--- src/rtl/ikcf_pkg.sv ---
package ikcf_pkg;

    localparam int CHAIN_LENGTH = 8;
    localparam int IDX_W        = (CHAIN_LENGTH > 1) ? $clog2(CHAIN_LENGTH) : 1;
    localparam int COORD_W      = 24;
    localparam int SEG_W        = 16;
    localparam int NODE_W       = 6;
    localparam int RAD_W        = 61;   // (ax^2 + ay^2) << 12
    localparam int ROOT_W       = 31;
    localparam int NUM_W        = 48;
    localparam int DEN_W        = 32;
    localparam int SUM_W        = NUM_W + 2;

    localparam logic [SEG_W-1:0] SEG_RESET = 16'd4096;
    localparam logic signed [COORD_W-1:0] COORD_MAX = 24'sh7FFFFF;
    localparam logic signed [COORD_W-1:0] COORD_MIN = -24'sh800000;

    typedef struct packed {
        logic signed [COORD_W-1:0] target_x;
        logic signed [COORD_W-1:0] target_y;
    } in_t;

    typedef struct packed {
        logic [NODE_W-1:0]         node_index;
        logic signed [COORD_W-1:0] node_x;
        logic signed [COORD_W-1:0] node_y;
        logic                      last_node;
    } out_t;

    typedef struct packed {
        logic signed [COORD_W-1:0] x;
        logic signed [COORD_W-1:0] y;
    } joint_t;

    typedef enum logic [3:0] {
        ST_IDLE,
        ST_PUT,
        ST_READ,
        ST_DIFF,
        ST_SQUARE,
        ST_SQ_START,
        ST_SQ_WAIT,
        ST_MUL_X,
        ST_DIV_X_START,
        ST_DIV_X_WAIT,
        ST_MUL_Y,
        ST_DIV_Y_START,
        ST_DIV_Y_WAIT,
        ST_FINISH
    } state_t;

endpackage

--- src/rtl/ikcf_joint_ram.sv ---
module ikcf_joint_ram (
    input  logic                  clk,
    input  logic                  rst_n,
    input  logic                  we,
    input  logic [ikcf_pkg::IDX_W-1:0] waddr,
    input  ikcf_pkg::joint_t      wdata,
    input  logic                  re,
    input  logic [ikcf_pkg::IDX_W-1:0] raddr,
    output ikcf_pkg::joint_t      rdata
);
    import ikcf_pkg::*;

    joint_t                  mem [CHAIN_LENGTH];
    logic [CHAIN_LENGTH-1:0] valid_reg;
    joint_t                  data_reg;
    logic                    hit_reg;

    // Entries never written since reset read as the origin.
    always_ff @(posedge clk or negedge rst_n)
    begin
        if (!rst_n)
        begin
            valid_reg <= '0;
            hit_reg   <= 1'b0;
        end
        else
        begin
            if (we)
            begin
                valid_reg[waddr] <= 1'b1;
            end
            if (re)
            begin
                hit_reg <= valid_reg[raddr];
            end
        end
    end

    always_ff @(posedge clk)
    begin
        if (we)
        begin
            mem[waddr] <= wdata;
        end
        if (re)
        begin
            data_reg <= mem[raddr];
        end
    end

    assign rdata = hit_reg ? data_reg : '0;

endmodule

--- config.mk ---
export PLATFORM = sky130hd
export DESIGN_NAME = ikcf_joint_ram
export DESIGN_NICKNAME = d
export VERILOG_FILES = /design/src/rtl/ikcf_pkg.sv /design/src/rtl/ikcf_joint_ram.sv
export SDC_FILE = /design/constraint.sdc
export NUM_CORES = 1
export LEC_CHECK = 0
export BUFFER_PORTS_ARGS = -buffer_cell sky130_fd_sc_hd__buf_2
export CORE_ASPECT_RATIO = 1.75
export CORE_UTILIZATION = 60
export CTS_CLUSTER_DIAMETER = 200
export DETAILED_ROUTE_END_ITERATION = 7
export GPL_TIMING_DRIVEN = 0
export PLACE_DENSITY = 0.79
export SLEW_MARGIN = 20
export SYNTH_ARGS = -nofsm -noshare
export SYNTH_HDL_FRONTEND = slang
export SYNTH_SLANG_ARGS = --single-unit
--- constraint.sdc ---
create_clock -name clk -period 1.9 [get_ports clk]
set_input_delay 0.57 -clock clk [delete_from_list [all_inputs] [get_ports clk]]
set_output_delay 0.57 -clock clk [all_outputs]
set_load 0.05 [all_outputs]
Word level (Yosys, flattened, before mapping)
Memory sizes are Yosys's and may differ from the RTL's. A register that Yosys moved wholly into a read port is not among the register bits.
Index checks and enable logic that the tools add are counted.
{"block": "totals", "reg_bits": 9, "mem_bits_rw": 384, "memories": 1, "wordCells": 15, "input_bits": 58, "out_inout_bits": 48}
{"block": "classes", "muxes": 7, "n_bitwise": 1, "reduce_logical": 1, "n_lt_le_gt_ge": 3}
{"memory": "mem", "words": 8, "word_bits": 48, "rd": 1, "rd_clocked_by_memory_dff": 1, "write_ports": 1, "line": "ikcf_joint_ram.sv:13", "rtl": "joint_t mem [CHAIN_LENGTH];"}
{"op": "48-bit 2-to-1 mux", "count": 1}
{"op": "3-bit by 4-bit less-than comparator with 1-bit output (second input constant)", "count": 2}
{"op": "8-bit bitwise OR", "count": 1}
{"op": "1-bit 2-to-1 mux", "count": 4}
{"op": "1-bit binary-select mux with 3-bit select", "count": 1}
{"op": "1-bit demux with 3-bit select", "count": 1}
{"op": "3-bit by 1-bit >= comparator with 1-bit output (second input constant)", "count": 1}
{"op": "1-bit logical AND", "count": 1}

Longest topological paths before layout
{"block": "logic_depth", "ltp_word": 5, "ltp_mapped": 5, "ltp_nobuf": 3}

Worst setup path after synthesis
Ideal clock, no wire load.
{"block": "synth_path", "path_kind": "in2reg", "start": "input port waddr[0] in the netlist's numbering", "end": "memory mem[0][0] in the netlist's numbering (enable)", "arrival_time_ps": 4057, "slack_ps": -2671, "stages": 2, "required_time_ps": 1385, "n_path_buf": 0, "setup_time_ps": 515, "cell_sequence": "nand2b_1 > nor3_1"}
{"element": "start, declared", "line": "ikcf_joint_ram.sv:5", "rtl": "input logic [ikcf_pkg::IDX_W-1:0] waddr,"}
{"element": "end, declared", "line": "ikcf_joint_ram.sv:13"}
Straight into the memory's write port.

==> reports/summary.md <==
The run finished, with violations left. The checks that failed: setup timing. Setup repair after global routing could not meet its margin everywhere. The chip height came out at 224 µm.

Walking the worst path, the cells encountered are buf_8, clkbuf_16, and2_4, buf_8. The CTS clock-pin slew for the worst setup and hold paths was 0.07 ns. The run gives 34200 µm as the total wirelength of the detailed-routed design. In this run the worst hold path is classified as in2reg. The area fraction in compound gates after synthesis is 0%, and the post-route clock period utilization is 113%. The most numerous cell type found on the critical path is sky130_fd_sc_hd__buf_8. The number of different library cells used by synthesis comes to 18. Entering global routing, the biggest net connects 50 pins. Summing all flip-flop and latch instances after layout gives 13200 µm².

The tools report the placement-stage worst setup slack as -0.567 ns. After detailed routing, the average wire length per cell comes to 27.0 µm. Buffers placed on the I/O ports in this run total 102. The run gives 0 as the DRC violation count after routing. By startpoint and endpoint, the worst setup path is classified as reg2out.

The run gives 50800 µm as the wire length of the first global-routing pass. Kind of cell adding the most delay to the critical path: flip-flops. The worst path buffer plus inverter count was 3; the area of the die was 29000 µm². The clock latency on the worst-skew pair came out at 0.53 ns.

The synthesized-area fraction occupied by adder cells came out at 0%. After synthesis, the largest family of logic cells by area is multiplexers. The filler cell count in the final layout was 1544; the Yosys warning count was 0.

After layout, the minimum clock period comes to 2.15 ns. Leakage power of the design: 6.99 nW. The post-route worst setup slack was -0.254 ns. The H-tree was split into 2 levels.

The logs give 7711 for the via count and 0 for the final antenna-violating net count. The row count was 81; the vias per cell was 6.09. On the final layout, the worst hold slack is 0.303 ns. The register with the most flip-flops in the layout has 384 of them. Area of the core: 27900 µm². Leaving out fill and tap cells, the most frequent cells in the layout are 432 x sky130_fd_sc_hd__edfxtp_1, 96 x sky130_fd_sc_hd__mux4_1, 57 x sky130_fd_sc_hd__buf_2.

The largest fanout on the critical path is 7. The tool flagged a number of max-cap violations equal to 0. The flip-flop and latch count after synthesis is 441, and the number of global-route vias before repair is 8083. Counting every instance in the synthesized netlist gives 693.

Summing all non-filler instances in the final layout gives an area of 20200 µm². The total global-route track usage was 25.1%; the number of antenna violations at the first check in global routing was 5. The initial utilization of the core area, before any placement, comes to 60.9%. The simple-gate area share of the yosys netlist came out at 2.41%. The run gives 0.798 mV as the peak ir drop on the vdd network. The synthesized netlist devotes 0% of its cell area to XOR and XNOR gates. The tools report the cell at the root of the clock tree as sky130_fd_sc_hd__clkbuf_16. The run gives 919 as the post-layout net count. TritonCTS built the clock tree. The tools report the kind of launch point of the worst setup path as a flop. Between clock sinks in the finished design, the worst skew comes to 0.0211 ns. The tools report the number of sinks driven by the clock tree as 441.

The critical path capture point type is an output pin. Leaving out fill and tap cells, the most frequent cell in the layout is sky130_fd_sc_hd__edfxtp_1. The hold violation count in the final report was 0; the number of detailed-routing iterations run before antenna repair was 5. The number of failing setup endpoints in the final timing report is 48.

Among all stages on the critical path, the largest delay is contributed by sky130_fd_sc_hd__dfrtp_2. Required time of the worst setup path: 1.33 ns. The initial DRC count is 783, and the final weighted congestion in routability-driven placement is 0.727. Power density of the placed cells: 1040 nW/µm². The synthesized netlist occupies a cell area of 17000 µm². The average instance in the mapped netlist occupies 24.5 µm². Data on the critical path arrives at its endpoint at 1.58 ns. Derived from the worst setup path, the maximum achievable clock frequency is 464 MHz. The final max-slew violation count is 0, and the largest stage delay on the critical path is 0.47 ns.

The tools report the sequential share of the synthesized area as 77.8%. The multi-input combinational cells in the finished layout cover a total of 3700 µm². The multiplexer fraction of the synthesized cell area is 18.5%.

After detailed placement, the total cell area comes to 18600 µm². The total congestion overflow after global routing is 0. The layout cell share with drive strength beyond 1 is 32.8%. Relative to the synthesized area, the layout overhead comes to 19.2%. The slew of the pin with the lowest slew margin came out at 0.869 ns.

Synthesis produced a netlist with a net count of 751. The die width was 129 µm; the worst max-slew margin expressed relative to the limit was 42.1%. The HPWL after detailed placement is 21100 µm. The core occupancy in the finished layout is 72.6%, and the number of buffers inserted during clock tree synthesis is 37.

The run gives 3 as the maximum clock insertion buffer count. 106 I/O pins were placed.
## power by group
group	switching, mW	internal [mW]
logic	1.09	0.809
clock network	3.31	4.54
registers	0.103	11.1
## worst register-to-register path: stages, from the launching register on
cell and delay [ns]:
sky130_fd_sc_hd__edfxtp_1 0.44, sky130_fd_sc_hd__mux4_1 0.55, sky130_fd_sc_hd__mux2_2 0.29
## stage by stage
step	setup TNS, ns	power [mW]	instances
2_1_floorplan	-41.46	12.5	693
3_3_place_gp	-450.81	12.9	1168
3_5_place_dp	-98.15	13.1	1190
4_1_cts	-11.37	21.0	1261
5_1_grt	-12.14	21.5	1266
6_report	-10.12	20.9	1267
## cell type report
cell class	count	area share, %
antenna	5	0.0619
buffer	32	1.50
clock buffer	40	4.63
clock inverter	27	1.53
inverter	1	0.0186
multi-input combinational	219	18.3
sequential	441	65.3
tap	373	2.31
timing repair buffer	129	6.39
## cells in the mapped netlist (all sizes together)
library cell	n	area, µm²
inv	1	3.75
and2	48	300
nand2b	3	18.8
dfrtp	9	225
mux2	48	541
or2	8	50.1
edfxtp	432	13000
nor3	2	10.0
buf	18	161
nor2	6	22.5
mux4	97	2540
clkbuf	14	52.6
nand2	2	7.51
mux2i	5	50.1
## kinds of logic (layout without fill, tap and decap cells)
| group | after synthesis | in the layout |
|---|---|---|
| flip-flops | 441 | 441 |
| AND/OR/NAND/NOR | 69 | 69 |
| multiplexers | 150 | 150 |
| other | 0 | 5 |
| buffers and inverters | 33 | 229 |
## per-layer routing
metal	global-route usage, %	vias up	part of all wire (%)	wire length [µm]
met3	3.14	74	4.2	1430
met1	31.6	4045	38	13100
li1	-	3316	-	-
met2	43.6	274	54	18500
met4	11.1	2	3.5	1200
met5	0	-	0.055	19
## path summary, 6_finish.rpt
path                                                from                       end  slack (ns)  cells past startpoint
worst min-delay path                           wdata[14]      mem[3][14]$_DFFE_PP_        0.30                      1
worst max-delay path                 hit_reg$_DFFE_PN0P_                 rdata[43]       -0.25                      4
worst max register to register      mem[6][24]$_DFFE_PP_    data_reg[24]$_DFFE_PP_        0.37                      2
max in group asynchronous                          rst_n       hit_reg$_DFFE_PN0P_        1.20                      2
min in group asynchronous                          rst_n  valid_reg[5]$_DFFE_PN0P_        0.49                      2
worst min register to register  valid_reg[2]$_DFFE_PN0P_  valid_reg[2]$_DFFE_PN0P_        0.47                      1
## repair_timing
action                                  CTS  global route
hold buffers                              1             0
endpoints found under the hold margin     9             0
pin swaps                                 1             1
endpoints found under the setup margin   57            55
gates cloned                              1             0
setup buffers                             2             1
gates resized for setup                 109             9
Power figures use the tool's default switching activity.
