[src/rtl/ikcf_pkg.sv]
package ikcf_pkg;

    localparam int CHAIN_LENGTH = 8;
    localparam int IDX_W        = (CHAIN_LENGTH > 1) ? $clog2(CHAIN_LENGTH) : 1;
    localparam int COORD_W      = 24;
    localparam int SEG_W        = 16;
    localparam int NODE_W       = 6;
    localparam int RAD_W        = 61;   // (ax^2 + ay^2) << 12
    localparam int ROOT_W       = 31;
    localparam int NUM_W        = 48;
    localparam int DEN_W        = 32;
    localparam int SUM_W        = NUM_W + 2;

    localparam logic [SEG_W-1:0] SEG_RESET = 16'd4096;
    localparam logic signed [COORD_W-1:0] COORD_MAX = 24'sh7FFFFF;
    localparam logic signed [COORD_W-1:0] COORD_MIN = -24'sh800000;

    typedef struct packed {
        logic signed [COORD_W-1:0] target_x;
        logic signed [COORD_W-1:0] target_y;
    } in_t;

    typedef struct packed {
        logic [NODE_W-1:0]         node_index;
        logic signed [COORD_W-1:0] node_x;
        logic signed [COORD_W-1:0] node_y;
        logic                      last_node;
    } out_t;

    typedef struct packed {
        logic signed [COORD_W-1:0] x;
        logic signed [COORD_W-1:0] y;
    } joint_t;

    typedef enum logic [3:0] {
        ST_IDLE,
        ST_PUT,
        ST_READ,
        ST_DIFF,
        ST_SQUARE,
        ST_SQ_START,
        ST_SQ_WAIT,
        ST_MUL_X,
        ST_DIV_X_START,
        ST_DIV_X_WAIT,
        ST_MUL_Y,
        ST_DIV_Y_START,
        ST_DIV_Y_WAIT,
        ST_FINISH
    } state_t;

endpackage

[src/rtl/ikcf_div.sv]
module ikcf_div (
    input  logic                        clk,
    input  logic                        rst_n,
    input  logic                        start,
    input  logic [ikcf_pkg::NUM_W-1:0]  num,
    input  logic [ikcf_pkg::DEN_W-1:0]  den,
    output logic                        done,
    output logic [ikcf_pkg::NUM_W-1:0]  quot
);
    import ikcf_pkg::*;

    localparam int CNT_W = $clog2(NUM_W + 1);

    logic [NUM_W-1:0] q_reg;
    logic [DEN_W:0]   rem_reg;
    logic [DEN_W-1:0] den_reg;
    logic [CNT_W-1:0] cnt_reg;
    logic             busy_reg;
    logic             done_reg;
    logic [DEN_W:0]   shifted;
    logic [DEN_W:0]   diff;

    // Restoring division, one quotient bit per cycle.
    assign shifted = {rem_reg[DEN_W-1:0], q_reg[NUM_W-1]};
    assign diff    = shifted - {1'b0, den_reg};

    always_ff @(posedge clk or negedge rst_n)
    begin
        if (!rst_n)
        begin
            busy_reg <= 1'b0;
            done_reg <= 1'b0;
            cnt_reg  <= '0;
        end
        else
        begin
            done_reg <= 1'b0;
            if (start)
            begin
                busy_reg <= 1'b1;
                cnt_reg  <= CNT_W'(NUM_W);
            end
            else if (busy_reg)
            begin
                cnt_reg <= cnt_reg - CNT_W'(1);
                if (cnt_reg == CNT_W'(1))
                begin
                    busy_reg <= 1'b0;
                    done_reg <= 1'b1;
                end
            end
        end
    end

    always_ff @(posedge clk)
    begin
        if (start)
        begin
            q_reg   <= num;
            rem_reg <= '0;
            den_reg <= den;
        end
        else if (busy_reg)
        begin
            if (!diff[DEN_W])
            begin
                rem_reg <= diff;
                q_reg   <= {q_reg[NUM_W-2:0], 1'b1};
            end
            else
            begin
                rem_reg <= shifted;
                q_reg   <= {q_reg[NUM_W-2:0], 1'b0};
            end
        end
    end

    assign done = done_reg;
    assign quot = q_reg;

endmodule

[config.mk]
export PLATFORM = sky130hd
export DESIGN_NAME = ikcf_div
export DESIGN_NICKNAME = d
export VERILOG_FILES = /design/src/rtl/ikcf_pkg.sv /design/src/rtl/ikcf_div.sv
export SDC_FILE = /design/constraint.sdc
export NUM_CORES = 1
export LEC_CHECK = 0
export BUFFER_PORTS_ARGS = -buffer_cell sky130_fd_sc_hd__buf_2
export CAP_MARGIN = 40
export CELL_PAD_IN_SITES_DETAIL_PLACEMENT = 1
export CELL_PAD_IN_SITES_GLOBAL_PLACEMENT = 2
export CORE_MARGIN = 1
export CORE_UTILIZATION = 33
export CTS_BUF_LIST = sky130_fd_sc_hd__clkbuf_2
export CTS_CLUSTER_SIZE = 10
export DETAILED_ROUTE_END_ITERATION = 7
export PLACE_DENSITY = 0.83
export SETUP_SLACK_MARGIN = 0.3
export SLEW_MARGIN = 20
export SYNTH_ARGS = -nofsm -noshare
export SYNTH_HDL_FRONTEND = slang
export SYNTH_SLANG_ARGS = --single-unit
[constraint.sdc]
create_clock -name clk -period 2.9 [get_ports clk]
set_clock_uncertainty 0.15 [all_clocks]
set_input_delay 0.145 -clock clk [delete_from_list [all_inputs] [get_ports clk]]
set_output_delay 0.145 -clock clk [all_outputs]
set_load 0.01 [all_outputs]
Word-level counts from Yosys, hierarchy flattened:

Cells that the tools add are included.

* register bits after elaboration: 120
* input bits: 83
* output and inout port bits: 49
* word-level logic and storage cells: 22

* $add $sub $neg: 2
* eq/ne operators: 1
* multiplexer cells: 12
* reductions and logical operators: 1

Operators by type and width (count)
* 2-to-1 mux 48 bit: 2
* subtractor 33 x 32 -> 33 bit: 1
* 2-to-1 mux 32 bit: 1
* 2-to-1 mux 6 bit: 2
* 2-to-1 mux 1 bit: 7
* == test 6 x 1 -> 1 bit (second input constant): 1
* subtractor 6 x 1 -> 6 bit (second input constant): 1
* nonzero test 2 bit: 1

Longest topological paths before layout:

* depth after elaboration: 4
* depth in mapped cells: 13

Worst setup path after synthesis:

Ideal clock, no wire load.

* path kind: reg-to-reg
* start: register q_reg[47], in the netlist quot[47]
* end: register rem_reg[21]
* data arrival time: 3.020 ns
* data required time: 2.618 ns
* slack: -0.402 ns
* cell stages (with the launch flop): 14
* path buffers: 1
* period minus slack after synthesis: 3.302 ns
* cells stage by stage: edfxtp_1 -> inv_1 -> ha_1 -> fa_1 -> nand2b_1 -> a21oi_1 -> o21ai_1 -> and3b_4 -> a21bo_4 -> o31a_4 -> xnor2_4 -> buf_6 -> mux2i_1 -> o22ai_1

* word-level cells in the longest chain between the ends: 2

Ends and longest elaborated chain
* from (decl): RTL line ikcf_div.sv:14 `logic [NUM_W-1:0] q_reg;`
* from (signal assigned): RTL line ikcf_div.sv:59 `q_reg <= num;`
* from (signal assigned): RTL line ikcf_div.sv:68 `q_reg <= {q_reg[NUM_W-2:0], 1'b1};`
* from (signal assigned): RTL line ikcf_div.sv:73 `q_reg <= {q_reg[NUM_W-2:0], 1'b0};`
* subtractor 33 x 32 -> 33 bit: RTL line ikcf_div.sv:25 `assign diff = shifted - {1'b0, den_reg};`
* 2-to-1 mux 32 bit: RTL line ikcf_div.sv:65 `if (!diff[DEN_W])`
* to (signal assigned): RTL line ikcf_div.sv:67 `rem_reg <= diff;`
* to (signal assigned): RTL line ikcf_div.sv:72 `rem_reg <= shifted;`
* to (decl): RTL line ikcf_div.sv:15 `logic [DEN_W:0] rem_reg;`

No other way between the ends.
A chain may end at the register's enable or synchronous reset.

Worst setup path after layout:

* start: register q_reg[47], in the netlist quot[47]
* end: register rem_reg[16]

Same word-level chain as after synthesis.

==> impl_metrics.yaml <==
status:
  status: "finished, violations left"
  failed_checks: "setup timing"
synthesis:
  syn-cell-area_um2: 6630
  synth_ff_type: "edfxtp_1"
  async_flop_share: 0.0667
  synthCells: 606
  synth_edf_count: 80
  ys_seq_area_frac: 0.489
  syn_area_per_cell_um2: 10.9
  synthTopCellsByArea: "edfxtp_1 36%, dfxtp_1 9.7%, mux2_2 8.0%, ha_1 6.4%, mux2i_1 4.5%"
  yosysWarnings: 0
  postSynthNetCount: 724
  synth_top_cell_by_area: "edfxtp_1"
  yosys_register_bits: 120
  synth_cell_types: 51
  synth_top_area_frac: 0.362
sta:
  fin_tns_setup_ns: -8.22
  rsz0062_at_grt: "yes"
  finalCritPeriodShare: 1.11
  layout_min_cycle_time_ns: 3.23
  fmax_mhz: 310
  layout_setup_ws_ns: -0.329
  hold_violations: 0
  slew_headroom: 0.521
  finalSetupViolCount: 32
  tightest_slew_ns: 0.714
  slew_viol_final: 0
cts:
  clkTransAtPathRegs_ns: 0.25
  cts_buffer_depth: 2
  clk_latency_ns: 0.74
  htreeDepth: 4
  ctsRootBufferMaster: "clkbuf_2"
  tritoncts: "done"
  cts_buffers: 17
  clock_sinks: 120
hold_path:
  hold_path_startpoint: "num[9]"
  hold_path.class: "input pin to flop"
setup_path:
  r2r_cells: 14
  required_ns: 3.36
  cp.arrival_ns: 3.69
  rr_startpoint: "quot[47]"
  critPathCaptureType: "flop"
  crit_start: "quot[47]"
  crit_path_start_kind: "flop"
  r2r_setup_slack_ns: -0.33
  crit_fanout: 7
  worstSetupPathType: "flop to flop"
  crit_path_end: "rem_reg[16]"
  r2r-end: "rem_reg[16]"
floorplanning:
  core-area_um2: 19600
  dieArea_um2: 20700
  io_pins: 132
  start_util: 0.339
  chipHeight_um: 144
  placementRows: 51
  die_x_um: 144
pwr:
  p_leak_nw: 4.32
  power_density_nw_per_um2: 775
  p_total_mw: 7.71
  ir_drop_mv: 0.434
placement:
  hpwl_um: 13700
  io_buffers: 131
  dpl_cell_area_um2: 8020
  placed_cells: 1041
  gp_congestion: 0.848
global_routing:
  grt_use_total: 0.218
  grt_remaining_overflow: 0
  grt_max_degree: 52
  grt_pass1_vias: 6654
  grt_pass1_wl_um: 34100
  antenna_found_initial: 1
routing:
  drt-initial-drc-count: 243
  ant_nets: 0
  drcViolationCount: 0
  drt_pass1_iterations: 4
  vias: 5951
  wl_um: 21400
  viasPerCell: 4.87
  post_drt_wl_per_cell_um: 17.5
finish:
  post_route_cells_drive_above_1_share: 0.335
  largest_reg_flops: 48
  fillers: 2151
  area_growth_pct: 50.0
  fin_cells: 1222
  nNetsFinal: 1061
  final_cell_mix: "138 x dlygate4sd3_1, 130 x buf_2, 80 x edfxtp_1, 64 x buf_4, 51 x nor2_1"
  final_common_cell: "dlygate4sd3_1"
  design_area_um2: 9950
  post-route-util: 0.508
job:
  max_cap_violations: 0
-- cell usage after synthesis, drive strengths merged, types with 2 or more instances --
cell / instances
o21ai: 25
o22ai: 2
nor2b: 5
a21o: 10
a22o: 2
nor4: 2
dfrtp: 8
mux2: 47
a221oi: 2
and3: 2
clkbuf: 18
nand4: 5
xor2: 12
edfxtp: 80
mux2i: 30
dfxtp: 32
a21oi: 38
nor2: 51
nand2b: 6
nor3b: 2
o21bai: 4
nand2: 48
o211ai: 5
nor3: 9
buf: 6
ha: 34
a211oi: 26
o31ai: 6
inv: 45
or3: 2
nand3: 5
xnor2: 22
a31oi: 2
-- routing by layer --
metal / track usage / up-vias / wire length [µm]
li1: - / 2872 / -
met1: 0.244 / 2864 / 9080
met2: 0.385 / 183 / 10600
met3: 0.0676 / 32 / 1200
met4: 0.0840 / 0 / 568
met5: 0 / - / 0
-- final cells by class --
class | count | area (µm²) | share of cell area
Sequential cell | 120 | 3240 | 0.326
Clock inverter | 13 | 148 | 0.0148
Inverter | 45 | 169 | 0.0170
Multi-Input combinational cell | 417 | 3260 | 0.327
Tap cell | 265 | 332 | 0.0333
Antenna cell | 1 | 2.50 | 0.000251
Clock buffer | 19 | 95.1 | 0.00955
Timing Repair Buffer | 342 | 2710 | 0.272
-- critical path, cell delays in order (launching register included) --
cell	delay, ns
edfxtp_1	0.41
inv_2	0.06
ha_4	0.16
fa_2	0.34
nand2b_4	0.17
a21oi_4	0.18
o21ai_2	0.06
and3b_4	0.19
a21bo_4	0.21
o31a_4	0.31
xnor2_4	0.31
buf_12	0.15
buf_16	0.12
mux2i_2	0.23
a211oi_2	0.09
-- stage by stage --
step | hold WS (ns) | setup slack, ns
3_3_place_gp | -0.156 | -0.193
6_report | 0.0858 | -0.329
2_1_floorplan | -0.301 | -0.273
4_1_cts | 0.0266 | -0.318
5_1_grt | -0.0000101 | -0.448
3_5_place_dp | -0.149 | -0.336
-- where the power goes --
group / total, mW / switching, mW / internal [mW]
logic: 4.11 / 1.95 / 2.17
clock network: 1.14 / 0.732 / 0.412
registers: 2.46 / 0.288 / 2.17
-- kinds of logic (layout without fill, tap and decap cells) --
| family | after synthesis | in the layout | synth area share |
|---|---|---|---|
| flops | 120 | 120 | 0.489 |
| xor+xnor | 34 | 34 | 0.0477 |
| mux | 77 | 77 | 0.125 |
| compound gates | 129 | 129 | 0.128 |
| simple gates | 142 | 142 | 0.0960 |
| buf+inv | 69 | 419 | 0.0468 |
| fa+ha+maj | 35 | 35 | 0.0672 |
| other cells | 0 | 1 | 0 |
-- worst min-delay path by stage --
stage / depth (start not counted) / slack [ns] / to
2_1_floorplan: 0 / -0.30 / busy_reg
3_3_place_gp: 1 / -0.16 / done
3_5_place_dp: 1 / -0.15 / done
4_1_cts: 3 / 0.03 / quot[9]
5_1_grt: 3 / -0.00001 / quot[9]
6_report: 3 / 0.09 / quot[9]
-- timing repair --
item                                    CTS  global route
resized for setup                         7            27
endpoints found under the setup margin   33            33
cloned                                    2             1
hold buffers                            137             1
pin swaps                                11            15
setup buffers                             5             2
hold endpoints to repair                158             1
Note: power is estimated with default switching activity, not from simulation.
