### config.mk
export PLATFORM = sky130hd
export DESIGN_NAME = ikcf_sqrt
export DESIGN_NICKNAME = d
export VERILOG_FILES = /design/src/rtl/ikcf_pkg.sv /design/src/rtl/ikcf_sqrt.sv
export SDC_FILE = /design/constraint.sdc
export NUM_CORES = 1
export LEC_CHECK = 0
export BUFFER_PORTS_ARGS = -buffer_cell sky130_fd_sc_hd__clkbuf_2
export CORE_AREA = 2 2 173 158
export CTS_CLUSTER_DIAMETER = 80
export DETAILED_ROUTE_END_ITERATION = 6
export DIE_AREA = 0 0 175 160
export GPL_TIMING_DRIVEN = 0
export PLACE_DENSITY_LB_ADDON = 0.15
export SLEW_MARGIN = 25
export SYNTH_ARGS = -nofsm -noshare
export SYNTH_HDL_FRONTEND = slang
export SYNTH_SLANG_ARGS = --single-unit
### constraint.sdc
create_clock -name clk -period 8.1 [get_ports clk]
set_input_delay 0.405 -clock clk [delete_from_list [all_inputs] [get_ports clk]]
set_output_delay 0.405 -clock clk [all_outputs]
set_load 0.03 [all_outputs]
### src/rtl/ikcf_pkg.sv
package ikcf_pkg;

    localparam int CHAIN_LENGTH = 8;
    localparam int IDX_W        = (CHAIN_LENGTH > 1) ? $clog2(CHAIN_LENGTH) : 1;
    localparam int COORD_W      = 24;
    localparam int SEG_W        = 16;
    localparam int NODE_W       = 6;
    localparam int RAD_W        = 61;   // (ax^2 + ay^2) << 12
    localparam int ROOT_W       = 31;
    localparam int NUM_W        = 48;
    localparam int DEN_W        = 32;
    localparam int SUM_W        = NUM_W + 2;

    localparam logic [SEG_W-1:0] SEG_RESET = 16'd4096;
    localparam logic signed [COORD_W-1:0] COORD_MAX = 24'sh7FFFFF;
    localparam logic signed [COORD_W-1:0] COORD_MIN = -24'sh800000;

    typedef struct packed {
        logic signed [COORD_W-1:0] target_x;
        logic signed [COORD_W-1:0] target_y;
    } in_t;

    typedef struct packed {
        logic [NODE_W-1:0]         node_index;
        logic signed [COORD_W-1:0] node_x;
        logic signed [COORD_W-1:0] node_y;
        logic                      last_node;
    } out_t;

    typedef struct packed {
        logic signed [COORD_W-1:0] x;
        logic signed [COORD_W-1:0] y;
    } joint_t;

    typedef enum logic [3:0] {
        ST_IDLE,
        ST_PUT,
        ST_READ,
        ST_DIFF,
        ST_SQUARE,
        ST_SQ_START,
        ST_SQ_WAIT,
        ST_MUL_X,
        ST_DIV_X_START,
        ST_DIV_X_WAIT,
        ST_MUL_Y,
        ST_DIV_Y_START,
        ST_DIV_Y_WAIT,
        ST_FINISH
    } state_t;

endpackage

### src/rtl/ikcf_sqrt.sv
module ikcf_sqrt (
    input  logic                         clk,
    input  logic                         rst_n,
    input  logic                         start,
    input  logic [ikcf_pkg::RAD_W-1:0]   radicand,
    output logic                         done,
    output logic [ikcf_pkg::ROOT_W-1:0]  root
);
    import ikcf_pkg::*;

    localparam logic [4:0] K_TOP = 5'd30;

    logic [RAD_W-1:0] n_reg;
    logic [RAD_W-1:0] res_reg;
    logic [4:0]       k_reg;
    logic             busy_reg;
    logic             done_reg;
    logic [RAD_W-1:0] bit_w;
    logic [RAD_W-1:0] trial;

    // One result bit per cycle, scanning bit pairs from the top.
    assign bit_w = RAD_W'(1) << {k_reg, 1'b0};
    assign trial = res_reg + bit_w;

    always_ff @(posedge clk or negedge rst_n)
    begin
        if (!rst_n)
        begin
            busy_reg <= 1'b0;
            done_reg <= 1'b0;
            k_reg    <= '0;
        end
        else
        begin
            done_reg <= 1'b0;
            if (start)
            begin
                busy_reg <= 1'b1;
                k_reg    <= K_TOP;
            end
            else if (busy_reg)
            begin
                if (k_reg == 5'd0)
                begin
                    busy_reg <= 1'b0;
                    done_reg <= 1'b1;
                end
                else
                begin
                    k_reg <= k_reg - 5'd1;
                end
            end
        end
    end

    always_ff @(posedge clk)
    begin
        if (start)
        begin
            n_reg   <= radicand;
            res_reg <= '0;
        end
        else if (busy_reg)
        begin
            if (n_reg >= trial)
            begin
                n_reg   <= n_reg - trial;
                res_reg <= (res_reg >> 1) + bit_w;
            end
            else
            begin
                res_reg <= res_reg >> 1;
            end
        end
    end

    assign done = done_reg;
    assign root = res_reg[ROOT_W-1:0];

endmodule

Word level (Yosys, flattened, before mapping)
Index checks and enable logic that the tools add are counted.
{"block": "op_classes", "add_sub_neg": 4, "magnitude_cmp": 1, "eq_ne": 1, "shifts": 1, "n_mux": 13, "reduce_logical": 5}
{"operator": "61-bit 2-to-1 mux", "count": 4}
{"operator": "60-bit by 61-bit adder with 61-bit output", "count": 1}
{"operator": "61-bit adder", "count": 1}
{"operator": "61-bit >= comparator", "count": 1}
{"operator": "1-bit by 6-bit << shifter with 61-bit output, first input constant", "count": 1}
{"operator": "61-bit subtractor", "count": 1}
{"operator": "5-bit 2-to-1 mux", "count": 3}
{"operator": "1-bit 2-to-1 mux", "count": 6}
{"operator": "5-bit zero test", "count": 1}
{"operator": "5-bit by 1-bit subtractor with 5-bit output, second input constant", "count": 1}
{"operator": "2-bit AND reduction", "count": 2}
{"operator": "2-bit nonzero test", "count": 2}
{"operator": "2-bit != test, second input constant", "count": 1}
{"block": "word_totals", "regBits": 129, "in_bits": 64, "output_inout_bits": 32, "elab_cells": 30}

Logic depth before layout (Yosys ltp)
{"block": "depth", "depth_word": 6, "ltp_mapped": 31, "depth_no_buf": 28}

Worst setup path after synthesis
No wires, ideal clock.
{"block": "synth_path", "kind": "flip-flop to flip-flop", "start": "register k_reg[3]", "end": "register n_reg[0], enable pin", "setup_ns": 0.668, "arrival_ns": 6.499, "t_required_ns": 7.432, "slack_ns": 0.932, "stages_incl_launch_ff": 29, "path_buffers": 3, "period_less_slack_ns": 7.168, "path_cell_list": "dfrtp_1 buf_4 or2_2 clkbuf_1 or2_2 inv_1 ha_1 ha_1 o211ai_1 o31ai_1 a31oi_1 o31a_1 o21ai_0 a31o_2 a21oi_1 o21ai_0 a31oi_1 o21ai_0 ha_1 inv_1 nor2_1 nand2_1 o221ai_1 a21oi_1 nor3_1 or4_4 buf_6 o21ai_0 nand2_1"}
{"block": "synth_between", "elab_chain_cells": 5}
{"element": "from (decl)", "line_no": "ikcf_sqrt.sv:15", "rtl": "logic [4:0] k_reg;"}
{"element": "from (signal assigned)", "line_no": "ikcf_sqrt.sv:50", "rtl": "k_reg <= k_reg - 5'd1;"}
{"element": "1-bit by 6-bit << shifter with 61-bit output", "line_no": "ikcf_sqrt.sv:22", "rtl": "assign bit_w = RAD_W'(1) << {k_reg, 1'b0};"}
{"element": "61-bit adder", "line_no": "ikcf_sqrt.sv:23", "rtl": "assign trial = res_reg + bit_w;"}
{"element": "61-bit >= comparator", "line_no": "ikcf_sqrt.sv:65", "rtl": "if (n_reg >= trial)"}
{"element": "2-bit nonzero test (no line)"}
{"element": "2-bit AND reduction (no line)"}
{"element": "to (signal assigned)", "line_no": "ikcf_sqrt.sv:60", "rtl": "n_reg <= radicand;"}
{"element": "to (signal assigned)", "line_no": "ikcf_sqrt.sv:67", "rtl": "n_reg <= n_reg - trial;"}
{"element": "to (decl)", "line_no": "ikcf_sqrt.sv:13", "rtl": "logic [RAD_W-1:0] n_reg;"}
No other way between the ends.
A chain may end at the register's enable or synchronous reset.

Final worst setup path
{"block": "layout_path", "start": "register k_reg[3]", "end": "register res_reg[27]"}
{"block": "layout_between", "elab_chain_cells": 4, "word_cells_on_any_way": 5, "cone_classes": "add/sub: 2; order compare: 1; shift: 1; mux: 1"}
{"element": "1-bit by 6-bit << shifter with 61-bit output (*)", "line_no": "ikcf_sqrt.sv:22"}
{"element": "61-bit adder", "line_no": "ikcf_sqrt.sv:23"}
{"element": "61-bit >= comparator", "line_no": "ikcf_sqrt.sv:65"}
{"element": "61-bit 2-to-1 mux (*)", "line_no": "ikcf_sqrt.sv:65"}
{"element": "to (signal assigned)", "line_no": "ikcf_sqrt.sv:68", "rtl": "res_reg <= (res_reg >> 1) + bit_w;"}
{"element": "to (signal assigned)", "line_no": "ikcf_sqrt.sv:72", "rtl": "res_reg <= res_reg >> 1;"}
{"element": "to (decl)", "line_no": "ikcf_sqrt.sv:14", "rtl": "logic [RAD_W-1:0] res_reg;"}
Mark *: on every way between the ends. The rest lies on a longest branch, timed or not.

==> run metrics <==
CTS tree built; DRC violations left 1; Starting DRT DRC Count about 1700; Nets around 2100; vias in the first global route between 10000 and 15000; Synth area leaders edfxtp_1 (13%), ha_1 (10%), dfxtp_1 (8.6%), o21ai_0 (6.4%), nand2_1 (5.5%); max_slew headroom between 20 and 30%; Hold Startpoint radicand[28]; root buffer cell clkbuf_16; gr busiest metal met2; Total GRT Usage a little over a third; Starting Density about 54%; total CTS buffers 17; Setup violations, final 0; via count ~15000; Post-Route WL 51300 um; port bufs 95; Mapped Cells approximately 1900; DR pass1 iterations 7; max-cap viol count 0; Hold Path Sink n_reg[28]$_DFFE_PP_; final hold violation count 0; global route overflow 0; CTS HTree Levels 4; design area 15800 um2; met3 GRT Util 6.88%; ANT nets after route 0; Final Util about three fifths; CP peak stage delay 0.64 ns; crit-path most repeated cell clkbuf_1; Worst Tran Pin Value roughly 1.1 ns; CP endpoint kind flip-flop; post-synth top area share 12.8%; Multi-input gate area between 10000 and 15000 um2; Max clock buf depth 2; arrival time at the worst endpoint a little over 8 ns; capturing point of the worst reg2reg path res_reg[27]$_SDFFE_PP0P_; R2R cell count 27; type of origin of the critical path flip-flop; met1 usage a little under half; Main synth FF type edfxtp_1; kind of critical path flip-flop to flip-flop; via/cell ratio roughly 6.5; Mapped Nets approximately 2000; CTS sink count 129; crit share post-route a little over nine tenths; RR Startpoint k_reg[3]$_DFFE_PN0P_; cell taking the most area after synthesis edfxtp_1; Core ar. approximately 26000 um2; placed cells 2300; reg2reg setup slack approximately 0.27 ns; status complete, but fails checks; RSZ-0062 raised after global routing false; non-filler cells, final about 2300; Synth Register Bits between 100 and 150; critical path's slowest cell clkbuf_1; leakage 6.11 nW; ant diodes 0; largest net degree at the start of global routing 45; Max IR drop VDD ~0.29 mV; first-pass GRT wire length slightly below 80000 um; Final Wtd Congestion 1.01; CP Max Fanout 10; Fill cells ~2500; Mean Syn Cell Area around 7.7 um2; Hold Path Class input port to flip-flop; Die X about 180 um; met2 GRT Util approximately three fifths; Setup TNS Final 0 ns; Clock Latency Late Sink around 0.44 ns; Post-synth EDFFs 61; Distinct cells, synth between 90 and 100; Pwr Density 338 nW/um2; required time worst endpoint around 8.5 ns; Tot Pwr 5.34 mW; initial antenna violation count 0; Rows 57; share of cells above drive strength 1 a little under an eighth; yosys synthesis warning count 0; Hold Path Depth 3; hpwl dp between 30000 and 40000 um; Die Ht 160 um; Synth Cell Area ~14000 um2; Clock Skew roughly 0.010 ns; register area share after synthesis between 20% and 30%; clock-pin transition on the worst setup and hold timing paths 0.06 ns; DR WL/cell 22.0 um; Synth-to-Final Area Change 10.9%; Max Slew Vio Count 0; I/O pins 96; Sequential Area approximately 3200 um2; Tmin final 7.83 ns; fmax 128 MHz; failing checks DRC; DP Area between 15000 and 20000 um2; ys async rst share under 10%; Die Area approximately 28000 um2
## layout make-up
class / instances / share of cell area, %
Buffer: 131 / 4.33
Clock buffer: 30 / 3.59
Clock inverter: 2 / 0.0633
Inverter: 62 / 1.47
Multi-Input combinational cell: 1528 / 64.1
Sequential cell: 129 / 20.4
Tap cell: 354 / 2.80
Timing Repair Buffer: 97 / 3.24
## synth_stat cells, types with 11 or more instances
cell      number
or3_1         14
o21ai_0      181
a211oi_1      39
nor2b_1       18
a221oi_1      13
a31oi_1       46
ha_1         118
dfxtp_1       61
a21oi_1       97
and3_1        11
clkbuf_1      77
a21boi_0      11
mux2i_1       11
nor2_1       173
o211ai_1      16
edfxtp_1      61
and2_1        16
nor3_1        38
xor2_1        71
o21bai_1      28
o22ai_1       12
inv_1         61
nand2_1      208
buf_4         36
o21a_1        14
nand3_1       42
nand2b_1      17
a311oi_1      15
xnor2_1       85
a21o_1        32
nand4_1       34
o31ai_1       16
## worst max-delay path by stage
| stage | cells after the start | from | to | slack (ns) |
|---|---|---|---|---|
| 6_report | 27 | k_reg[3]$_DFFE_PN0P_ | res_reg[27]$_SDFFE_PP0P_ | 0.27 |
| 5_1_grt | 29 | k_reg[3]$_DFFE_PN0P_ | res_reg[42]$_SDFFE_PP0P_ | 0.01 |
| 4_1_cts | 29 | k_reg[3]$_DFFE_PN0P_ | res_reg[44]$_SDFFE_PP0P_ | 0.09 |
| 3_5_place_dp | 29 | k_reg[3]$_DFFE_PN0P_ | res_reg[44]$_SDFFE_PP0P_ | 0.13 |
| 3_3_place_gp | 27 | k_reg[3]$_DFFE_PN0P_ | n_reg[12]$_DFFE_PP_ | -1.75 |
| 2_1_floorplan | 28 | k_reg[3]$_DFFE_PN0P_ | n_reg[0]$_DFFE_PP_ | 0.93 |
## metrics by stage
stage | hold WS, ns | setup WS (ns)
2_1_floorplan | 0.109 | 0.932
3_3_place_gp | 0.247 | -1.75
3_5_place_dp | 0.245 | 0.131
4_1_cts | 0.236 | 0.0948
5_1_grt | 0.252 | 0.0144
6_report | 0.240 | 0.274
## kinds of logic after synthesis
logic type,count (synthesis),share of synthesized area [%]
and+or+nand+nor,616,20.2
buffers and inverters,193,6.40
DFF,129,22.6
AOI/OAI and AO/OA,610,28.6
xor gates and xnor gates,156,9.58
muxes,22,1.67
adders and majority gates,124,10.8
## metal layers
layer  vias up  wire (um)  part of all wire (%)
met5         -          0                     0
met1      7190      21300                    42
met4         0       2220                   4.3
li1       7081          -                     -
met2       801      23100                    45
met3       167       4560                   8.9
## placed cells by master (no fill, tap or decap), drive strengths merged, types with 8 or more instances in the layout
master	count
edfxtp	61
nand4	34
a2111oi	8
mux2	11
inv	61
clkbuf	204
a221oi	15
a21o	32
o31ai	16
or3	14
nor2b	18
buf	53
nand2b	17
nor2	173
and3	11
xnor2	85
dfxtp	61
xor2	71
o211ai	17
a311oi	15
a31oi	48
a31o	9
nand3	42
nor4	10
nand2	208
o21a	14
a211oi	42
mux2i	11
o21bai	28
nor3	39
o22ai	12
o21ai	184
or2	10
ha	118
a21boi	11
and2	16
a21oi	98
## report_power, final
group | leakage, nW | switching [mW] | internal, mW
Clock | 0.284 | 0.325 | 0.472
Combinational | 4.63 | 2.14 | 1.27
Sequential | 1.20 | 0.139 | 0.997
Total | 6.11 | 2.60 | 2.74
## timing repair
action | 4_1_cts | 5_1_grt
buffers inserted | 0 | 0
gates resized for setup | 0 | 7
endpoints found under the setup margin | 0 | 83
hold endpoints to repair | 7 | 0
hold buffers | 1 | 0
## critical path: cells and delay by family, from the launching register on
kind	cells	cell delay, ns
AOI/OAI and AO/OA	9	2.51
xor gates and xnor gates	2	0.35
adders and majority gates	2	0.48
buffers and inverters	6	1.59
DFF	1	0.42
and+or+nand+nor	8	2.37
No activity file was read; power rests on OpenSTA's default activity.
